`src/rtl/core/kss_pkg.sv`:
```
// Shared types and constants for the k-sorted stream sorter.
package kss_pkg;

  localparam int unsigned WindowDepthDefault = 16;
  localparam int unsigned ValueWidth         = 32;
  localparam int unsigned LimitWidth         = 4;

  typedef logic signed [ValueWidth-1:0] value_t;
  typedef logic [LimitWidth-1:0]        limit_t;

  // Per-cycle command broadcast to every cell of the chain
  typedef struct packed {
    logic insert;  // place the incoming value in order
    logic pop;     // shift the chain one cell toward the head
  } cell_ctrl_t;

endpackage

```
`src/rtl/core/kss_in_if.sv`:
```
// Input item channel: one stream element and its end-of-stream flag.
interface kss_in_if;
  logic            valid;
  logic            ready;
  kss_pkg::value_t value;
  logic            stream_end;

  modport source (output valid, output value, output stream_end, input ready);
  modport sink   (input valid, input value, input stream_end, output ready);
endinterface

```
`src/rtl/core/kss_out_if.sv`:
```
// Output item channel: one sorted element and its final-of-stream flag.
interface kss_out_if;
  logic            valid;
  logic            ready;
  kss_pkg::value_t sorted_value;
  logic            final_result;

  modport source (output valid, output sorted_value, output final_result, input ready);
  modport sink   (input valid, input sorted_value, input final_result, output ready);
endinterface

```
`src/rtl/core/kss_cfg_if.sv`:
```
// Configuration write channel carrying the displacement limit.
interface kss_cfg_if;
  logic            valid;
  logic            ready;
  kss_pkg::limit_t data;

  modport source (output valid, output data, input ready);
  modport sink   (input valid, input data, output ready);
endinterface

```
`src/rtl/core/kss_cell.sv`:
```
// One cell of the ordered insertion chain: holds a single stored value.
module kss_cell (
  input  logic                clk_i,
  input  kss_pkg::cell_ctrl_t ctrl_i,
  input  kss_pkg::value_t     value_i,      // incoming item value (broadcast)
  input  logic                valid_i,      // this cell holds a live entry
  input  kss_pkg::value_t     left_val_i,   // stored value of the cell toward the head
  input  logic                left_ins_i,   // insertion point lies at or before the left cell
  input  kss_pkg::value_t     right_mid_i,  // post-insert value of the cell toward the tail
  output kss_pkg::value_t     val_o,
  output logic                ins_o,
  output kss_pkg::value_t     mid_o
);

  kss_pkg::value_t val_q, val_d;

  // Insertion point: first empty cell or first cell strictly greater
  assign ins_o = !valid_i || (val_q > value_i);

  // Value after the insert step, before any pop
  always_comb begin
    mid_o = val_q;
    if (ctrl_i.insert && ins_o) begin
      mid_o = left_ins_i ? left_val_i : value_i;
    end
  end

  // Pop takes the neighbor's post-insert value
  assign val_d = ctrl_i.pop ? right_mid_i : mid_o;
  assign val_o = val_q;

  always_ff @(posedge clk_i) begin
    val_q <= val_d;
  end

endmodule

```
`src/rtl/core/k_sorted_stream_sorter.sv`:
```
// k_sorted_stream_sorter: sorts a k-sorted stream with a chain of insertion cells.
// A non-final item taken with lim_eff or more entries held pops the head to the output register.
// Throughput: a non-final item is taken every cycle while the output register can move.
// A final item is inserted and its flush then moves all n+1 entries out through the output
// register, one per cycle while it can move; no item is taken during the flush.
// Reset clears the held count, flush state, output valid and the limit; cell data is not reset.
module k_sorted_stream_sorter #(
  parameter int unsigned WINDOW_DEPTH = kss_pkg::WindowDepthDefault
) (
  input  logic       clk_i,
  input  logic       rst_ni,
  kss_cfg_if.sink    cfg_i,
  kss_in_if.sink     in_i,
  kss_out_if.source  out_o
);

  localparam int unsigned CntW = $clog2(WINDOW_DEPTH + 1);

  kss_pkg::limit_t     limit_q;
  logic [CntW-1:0]     count_q, count_d;
  logic                drain_q, drain_d;
  logic                out_valid_q, out_valid_d;
  kss_pkg::value_t     out_value_q, out_value_d;
  logic                out_final_q, out_final_d;

  logic [CntW-1:0]     lim_eff;
  logic [CntW-1:0]     count_plus;
  logic                slot_free;
  logic                accept_in;
  kss_pkg::cell_ctrl_t ctrl;

  kss_pkg::value_t     cell_val [WINDOW_DEPTH];
  kss_pkg::value_t     cell_mid [WINDOW_DEPTH];
  logic                cell_ins [WINDOW_DEPTH];

  // Config register, always writable
  assign cfg_i.ready = 1'b1;

  always_ff @(posedge clk_i or negedge rst_ni) begin
    if (!rst_ni) begin
      limit_q <= '0;
    end else if (cfg_i.valid) begin
      limit_q <= cfg_i.data;
    end
  end

  // Effective window: min(k, depth - 1)
  assign lim_eff = (32'(limit_q) > 32'(WINDOW_DEPTH - 1)) ? CntW'(WINDOW_DEPTH - 1)
                                                          : CntW'(limit_q);

  assign slot_free  = !out_valid_q || out_o.ready;
  assign in_i.ready = !drain_q && slot_free;
  assign accept_in  = in_i.valid && in_i.ready;
  assign count_plus = count_q + CntW'(1);

  // Chain of cells
  for (genvar i = 0; i < WINDOW_DEPTH; i++) begin : g_cell
    logic            valid_c;
    kss_pkg::value_t left_val;
    logic            left_ins;
    kss_pkg::value_t right_mid;

    assign valid_c = (CntW'(i) < count_q);

    if (i == 0) begin : g_head
      assign left_val = cell_val[0];
      assign left_ins = 1'b0;
    end else begin : g_body
      assign left_val = cell_val[i-1];
      assign left_ins = cell_ins[i-1];
    end

    if (i == WINDOW_DEPTH - 1) begin : g_tail
      assign right_mid = cell_mid[i];
    end else begin : g_inner
      assign right_mid = cell_mid[i+1];
    end

    kss_cell u_cell (
      .clk_i       (clk_i),
      .ctrl_i      (ctrl),
      .value_i     (in_i.value),
      .valid_i     (valid_c),
      .left_val_i  (left_val),
      .left_ins_i  (left_ins),
      .right_mid_i (right_mid),
      .val_o       (cell_val[i]),
      .ins_o       (cell_ins[i]),
      .mid_o       (cell_mid[i])
    );
  end

  // Sequencing of insert, emit and flush
  always_comb begin
    ctrl        = '0;
    count_d     = count_q;
    drain_d     = drain_q;
    out_value_d = out_value_q;
    out_final_d = out_final_q;
    out_valid_d = out_valid_q && !out_o.ready;

    if (accept_in) begin
      ctrl.insert = 1'b1;
      if (in_i.stream_end) begin
        count_d = count_plus;
        drain_d = 1'b1;
      end else if (count_plus > lim_eff) begin
        ctrl.pop    = 1'b1;
        out_value_d = cell_mid[0];
        out_final_d = 1'b0;
        out_valid_d = 1'b1;
      end else begin
        count_d = count_plus;
      end
    end else if (drain_q && slot_free) begin
      ctrl.pop    = 1'b1;
      out_value_d = cell_mid[0];
      out_final_d = (count_q == CntW'(1));
      out_valid_d = 1'b1;
      count_d     = count_q - CntW'(1);
      if (count_q == CntW'(1)) begin
        drain_d = 1'b0;
      end
    end
  end

  // Control registers
  always_ff @(posedge clk_i or negedge rst_ni) begin
    if (!rst_ni) begin
      count_q     <= '0;
      drain_q     <= 1'b0;
      out_valid_q <= 1'b0;
    end else begin
      count_q     <= count_d;
      drain_q     <= drain_d;
      out_valid_q <= out_valid_d;
    end
  end

  // Output payload register
  always_ff @(posedge clk_i) begin
    out_value_q <= out_value_d;
    out_final_q <= out_final_d;
  end

  assign out_o.valid        = out_valid_q;
  assign out_o.sorted_value = out_value_q;
  assign out_o.final_result = out_final_q;

endmodule
```
`src/flat_wrapper.sv`:
```
// flat-port wrapper written by rule: the top's interface ports become plain ports
module k_sorted_stream_sorter_flat 
#(
  parameter int unsigned WINDOW_DEPTH = kss_pkg::WindowDepthDefault
)
  (clk_i, rst_ni, cfg_i_valid, cfg_i_data, cfg_i_ready, in_i_valid, in_i_value, in_i_stream_end, in_i_ready, out_o_valid, out_o_sorted_value, out_o_final_result, out_o_ready);
  kss_cfg_if cfg_i_i ();
  kss_in_if in_i_i ();
  kss_out_if out_o_i ();
  input  logic clk_i;
  input  logic rst_ni;
  input wire logic [$bits(cfg_i_i.valid)-1:0] cfg_i_valid;
  input wire logic [$bits(cfg_i_i.data)-1:0] cfg_i_data;
  output wire logic [$bits(cfg_i_i.ready)-1:0] cfg_i_ready;
  input wire logic [$bits(in_i_i.valid)-1:0] in_i_valid;
  input wire logic [$bits(in_i_i.value)-1:0] in_i_value;
  input wire logic [$bits(in_i_i.stream_end)-1:0] in_i_stream_end;
  output wire logic [$bits(in_i_i.ready)-1:0] in_i_ready;
  output wire logic [$bits(out_o_i.valid)-1:0] out_o_valid;
  output wire logic [$bits(out_o_i.sorted_value)-1:0] out_o_sorted_value;
  output wire logic [$bits(out_o_i.final_result)-1:0] out_o_final_result;
  input wire logic [$bits(out_o_i.ready)-1:0] out_o_ready;
  assign cfg_i_i.valid = cfg_i_valid;
  assign cfg_i_i.data = cfg_i_data;
  assign cfg_i_ready = cfg_i_i.ready;
  assign in_i_i.valid = in_i_valid;
  assign in_i_i.value = in_i_value;
  assign in_i_i.stream_end = in_i_stream_end;
  assign in_i_ready = in_i_i.ready;
  assign out_o_valid = out_o_i.valid;
  assign out_o_sorted_value = out_o_i.sorted_value;
  assign out_o_final_result = out_o_i.final_result;
  assign out_o_i.ready = out_o_ready;
  k_sorted_stream_sorter #(.WINDOW_DEPTH(WINDOW_DEPTH)) u_core (.clk_i(clk_i), .rst_ni(rst_ni), .cfg_i(cfg_i_i), .in_i(in_i_i), .out_o(out_o_i));
endmodule
```
`config.mk`:
```
export PLATFORM = sky130hd
export DESIGN_NAME = k_sorted_stream_sorter_flat
export DESIGN_NICKNAME = d
export VERILOG_FILES = /design/src/rtl/core/kss_pkg.sv /design/src/rtl/core/kss_in_if.sv /design/src/rtl/core/kss_out_if.sv /design/src/rtl/core/kss_cfg_if.sv /design/src/rtl/core/kss_cell.sv /design/src/rtl/core/k_sorted_stream_sorter.sv /design/src/flat_wrapper.sv
export SDC_FILE = /design/constraint.sdc
export NUM_CORES = 2
export LEC_CHECK = 0
export BUFFER_PORTS_ARGS = -buffer_cell sky130_fd_sc_hd__buf_2
export CAP_MARGIN = 20
export CORE_MARGIN = 1.5
export CORE_UTILIZATION = 61
export CTS_CLUSTER_SIZE = 10
export DETAILED_ROUTE_END_ITERATION = 8
export PLACE_DENSITY = 0.83
export RECOVER_POWER = 100
export SETUP_SLACK_MARGIN = 0.05
export SLEW_MARGIN = 20
export SYNTH_ARGS = -nofsm -noshare
export SYNTH_HDL_FRONTEND = slang
export SYNTH_SLANG_ARGS = --single-unit
```
`constraint.sdc`:
```
create_clock -name clk_i -period 5.4 [get_ports clk_i]
set_input_delay 0.54 -clock clk_i [delete_from_list [all_inputs] [get_ports clk_i]]
set_output_delay 0.54 -clock clk_i [all_outputs]
set_load 0.05 [all_outputs]
```
* Word-level counts from Yosys, hierarchy flattened
Cells that the tools add are included.
** Cells by class
- Reduce and logical (&&, ||, !) cells :: 61
- Multiplexer cells :: 71
- Magnitude comparators :: 33
- Add/subtract/negate cells :: 2
- Equality and inequality tests :: 5
** Operator list (count)
- $mux 32 :: 50
- $gt 32x32->1 :: 16
- $lt 4x5->1 const A :: 8
- $logic_and 1x1->1 :: 20
- $lt 3x5->1 const A :: 4
- $mux 5 :: 4
- $logic_not 1->1 :: 19
- $logic_or 1x1->1 :: 17
- $mux 1 :: 17
- $lt 1x5->1 const A :: 2
- $lt 2x5->1 const A :: 2
- $ne 2x2->1 const B :: 3
- $reduce_and 3->1 :: 2
- $add 5x1->5 const B :: 1
- $eq 5x1->1 const B :: 1
- $gt 5x4->1 :: 1
- $sub 5x1->5 const B :: 1
- $reduce_bool 2->1 :: 2
- $ne 3x3->1 const B :: 1
- $reduce_and 2->1 :: 1
** Storage, ports and cells
- Bits of input ports :: 42
- Flip-flop bits (word level) :: 556
- Logic and storage cells :: 194
- Output and inout bits :: 36

* Longest topological paths before layout
- Word-level depth :: 10
- Depth in mapped cells :: 16
- Depth with buffers taken out :: 13

* By module
Synthesis repeated with hierarchy kept, for this count alone.
** Unflattened totals
- Cell total of the unflattened synthesis :: 6877
- Area, all modules :: 52447.8 µm²
** Modules (own cells, without submodules)
- kss_cell :: area an instance 3159.3 µm², sequential area each 640.6 µm², cells each 421, times used 16
- k_sorted_stream_sorter :: area an instance 1899.3 µm², sequential area each 1266.2 µm², cells each 141, times used 1

* Worst setup path before layout
OpenSTA, ideal clock, no wires.
- Kind :: reg2reg
- Start point :: reg u_core.count_q[0]
- End point :: reg u_core.out_final_q (netlist: u_core.out_o.final_result), enable pin
- Path slack :: 1.419 ns
- Data required time :: 4.989 ns
- Clock period less this slack :: 3.981 ns
- Data arrival time :: 3.571 ns
- Cell stages (with the launch flop) :: 14
- Path through :: dfrtp_1 > inv_1 > ha_1 > ha_1 > nor2b_1 > o21a_1 > o21a_1 > o21ai_0 > a211oi_1 > o21ai_2 > inv_1 > buf_2 > buf_2 > clkbuf_1
** On the way
- Longest elaborated chain between the ends :: 4
** RTL lines
- from (decl) :: RTL line k_sorted_stream_sorter.sv:20 : logic [CntW-1:0] count_q, count_d;
- from (signal assigned) :: RTL line k_sorted_stream_sorter.sv:134 : count_q <= count_d;
- $add 5x1->5 :: RTL line k_sorted_stream_sorter.sv:54 : assign count_plus = count_q + CntW'(1);
- $gt 5x4->1 :: RTL line k_sorted_stream_sorter.sv:107 : end else if (count_plus > lim_eff) begin
- $ne 2x2->1 (no source line)
- $reduce_and 3->1 (no source line)
- to (signal assigned) :: RTL line k_sorted_stream_sorter.sv:143 : out_final_q <= out_final_d;
- to (decl) :: RTL line k_sorted_stream_sorter.sv:24 : logic out_final_q, out_final_d;
Every way passes these cells.
A chain may end at the register's enable or synchronous reset.

* Worst setup path after layout
- Start point :: in in_i_value[25]
- End point :: reg u_core.g_cell[9].u_cell.val_q[18]
** On the way
- Longest elaborated chain between the ends :: 5
- Elaborated cells on any way between the ends :: 13
- Those cells by class :: 3 x order compare; 5 x mux; 5 x reduce/logical
** RTL lines
- from (decl) :: RTL line flat_wrapper.sv:16 : input wire logic [$bits(in_i_i.value)-1:0] in_i_value;
- $gt 32x32->1 :: RTL line kss_cell.sv:18 : assign ins_o = !valid_i || (val_q > value_i);
- $logic_or 1x1->1 :: RTL line kss_cell.sv:18
- $mux 32 or $logic_and 1x1->1 (tied branches) :: RTL line kss_cell.sv:24, kss_cell.sv:23
- $mux 32 :: RTL line kss_cell.sv:23 : if (ctrl_i.insert && ins_o) begin
- $mux 32 (*) :: RTL line kss_cell.sv:29 : assign val_d = ctrl_i.pop ? right_mid_i : mid_o;
- named net u_core.g_cell[9].u_cell.val_d[18] :: RTL line kss_cell.sv:15 : kss_pkg::value_t val_q, val_d;
- to (signal assigned) :: RTL line kss_cell.sv:33 : val_q <= val_d;
- to (decl) :: RTL line kss_cell.sv:15
The timed path passes the listed nets; every way through them passes the cells marked *.

==> metrics <==
status=complete, but fails checks; failing checks=capacitance limit, slew limit; H-tree levels=3; layout cells sized above 1=0.102; Die H=259 um; final hold vios=0; Clock Latency Late Sink=0.61 ns; Clk pwr share=0.164; largest net degree at the start of global routing=144; Peak Freq=204 MHz; leakage=17.8 nW; critical path class=primary input to register; Synth Flop Type=dfxtp_1; Longest Clk Path Bufs=3; post-synthesis cell area=39800 um^2; total negative setup slack=0 ns; Switch Pwr=12.2 mW; ys async rst share=0.0198; Synthesis Warnings=0; Die Width=259 um; remaining antenna violation count=0; Hold Path Stages=3; CTS tree=done; DR pass1 iterations=8; Initial DRC Count=3690; Vias=38200; Setup crit start kind=primary input; PortBufs=76; Post-synth EDFFs=33; clk_skew=0.0196 ns; cell taking the most area after synthesis=dfxtp_1; Final Cell Area=43000 um^2; fin nets=5086; total CTS buffers=68; Routed WL per cell=22.3 um; net count after synthesis=5161; CP Launch Point=in_i_value[25]; synthesis-stage register bit count=556; Synth cell types=82; RSZ-0062 raised after global routing=false; Root Buffer=clkbuf_16; worst-margin pin slew=1.86 ns; FF-to-FF setup slack=0.70 ns; area of the die=66800 um^2; final wirelength=121000 um; CP arrival=5.34 ns; sw frac=0.460; Rows=93; Worst Hold Launch=cfg_i_data[1]; PD cells=618 nW/um^2; initial antenna violation count=2; drc violations=0; CTS Sinks=556; first-pass GRT wire length=193000 um; internal power component=14.3 mW; vias per cell=7.06; grt total ovfl=0; cells on worst reg2reg path=11; Cells after Synth=4600; RR Startpoint=u_core.count_q[2]$_DFFE_PN0P_; worst IR drop on VDD=0.000471 V; Ports=78; synth top area cells=dfxtp_1, ha_1, o21ai_0; Max Slew Vio Count=131; Ant. Diodes=0; critical path data required time=5.85 ns; starting density of the core=0.618; most common cell in the netlist=o21ai_0; CTS clock-pin slew for the worst setup and hold paths=0.06 ns; max-cap viol count=3; type of the worst min-delay path=primary input to register; DP Area=41100 um^2; Gate power share=0.544; Crit Path Max Fanout=95; normalized max-slew margin=-0.241; vias in the first global route=37100; Core Area=64500 um^2; syn_area_per_cell=8.66 um^2; share of the synthesized area in the top cell type=0.257; placed cells=5308; Setup-failing EPs final=0; Tot GR Track Use=0.351; Commonest cells post-synth=o21ai_0, ha_1, dfxtp_1; post-synthesis sequential area ratio=0.289; final worst path period need=4.89 ns; dpl hpwl=86200 um; fin crit share=0.906; Final Non-Filler Cells=5417; CP endpoint kind=register; Layout area overhead=7.89%; Sequential Power Share=0.293; RePlAce Congestion=0.944
## critical path: stages
cell	delay (ns)
buf_2	0.29
inv_1	0.25
buf_4	0.27
ha_1	0.32
nand4_1	0.22
nor4_1	0.47
clkbuf_1	0.29
inv_1	0.07
o31ai_1	0.41
o211a_2	0.24
clkbuf_4	0.80
nor2_1	0.08
a2111oi_0	0.82
o22ai_1	0.21
## per-layer routing
layer / track usage / part of all wire / up-vias
li1: - / - / 17700
met1: 0.454 / 0.41 / 18200
met2: 0.562 / 0.46 / 1889
met3: 0.0464 / 0.072 / 416
met4: 0.202 / 0.055 / 2
met5: 0 / 0.000074 / -
## path summary, 6_finish.rpt
check	endpoint
max reg2reg	u_core.g_cell[1].u_cell.val_o[11]$_DFF_P_
max in group asynchronous	u_core.count_q[4]$_DFFE_PN0P_
max	u_core.g_cell[9].u_cell.val_o[18]$_DFF_P_
min in group asynchronous	u_core.drain_q$_DFFE_PN0P_
min	u_core.limit_q[1]$_DFFE_PN0P_
min reg2reg	u_core.limit_q[0]$_DFFE_PN0P_
## cells in the final DEF (no fill, tap or decap), drive strengths merged, types with 157 or more instances in the layout
| cell type | n |
|---|---|
| o21ai | 649 |
| o22ai | 323 |
| buf | 163 |
| nand2 | 157 |
| clkbuf | 158 |
| mux2i | 258 |
| dfxtp | 512 |
| nor2 | 205 |
| ha | 519 |
| a21oi | 389 |
## state kept, by name, summed over array words and instances (netlist names)
register and cells:
u_core.g_cell.u_cell.val_o 512, u_core.count_q 5, u_core.out_o.sorted_value 32, u_core.drain_q 1, u_core.out_o.final_result 1, u_core.out_o.valid 1, u_core.limit_q 4
## kinds of logic after synthesis
group	Yosys count	synth area share
and+or+nand+nor	755	0.0939
DFF	556	0.289
muxes	414	0.109
buffers and inverters	443	0.0474
other	1	0.0000941
adders and majority gates	519	0.163
xor gates and xnor gates	7	0.00154
AOI/OAI and AO/OA	1905	0.296
## cell type report
class / count / area, um^2
clock buffer: 105 / 1970
clock inverter: 2 / 13.8
fill: 5257 / 21500
inverter: 81 / 312
multi-input combinational: 3601 / 26600
sequential: 556 / 11500
tap: 855 / 1070
timing repair buffer: 217 / 1530
## power groups by stage
stage                     clock, mW  combinational, mW  sequential [mW]
after floorplan                   0               10.6             7.61
after global placement            0               13.4             7.68
after detailed placement          0               14.0             7.73
after CTS                      4.35               14.2             7.67
after global routing           4.50               15.8             7.96
final                          4.34               14.4             7.77
## stage by stage
stage | hold slack [ns] | worst slack, ns | power (mW) | util
6_report | 0.137 | 0.510 | 26.5 | 0.667
2_1_floorplan | 0.244 | 1.42 | 18.2 | -
3_3_place_gp | 0.436 | 0.911 | 21.1 | 0.638
5_1_grt | 0.147 | 0.490 | 28.2 | 0.667
4_1_cts | 0.124 | 1.16 | 26.2 | 0.669
3_5_place_dp | 0.438 | 0.741 | 21.8 | 0.638
## timing repair
item | 4_1_cts | 5_1_grt
buffers inserted | 0 | 0
hold buffers | 1 | 0
gates resized for setup | 0 | 0
endpoints found under the hold margin | 11 | 0
(Power assumes the default switching activity.)
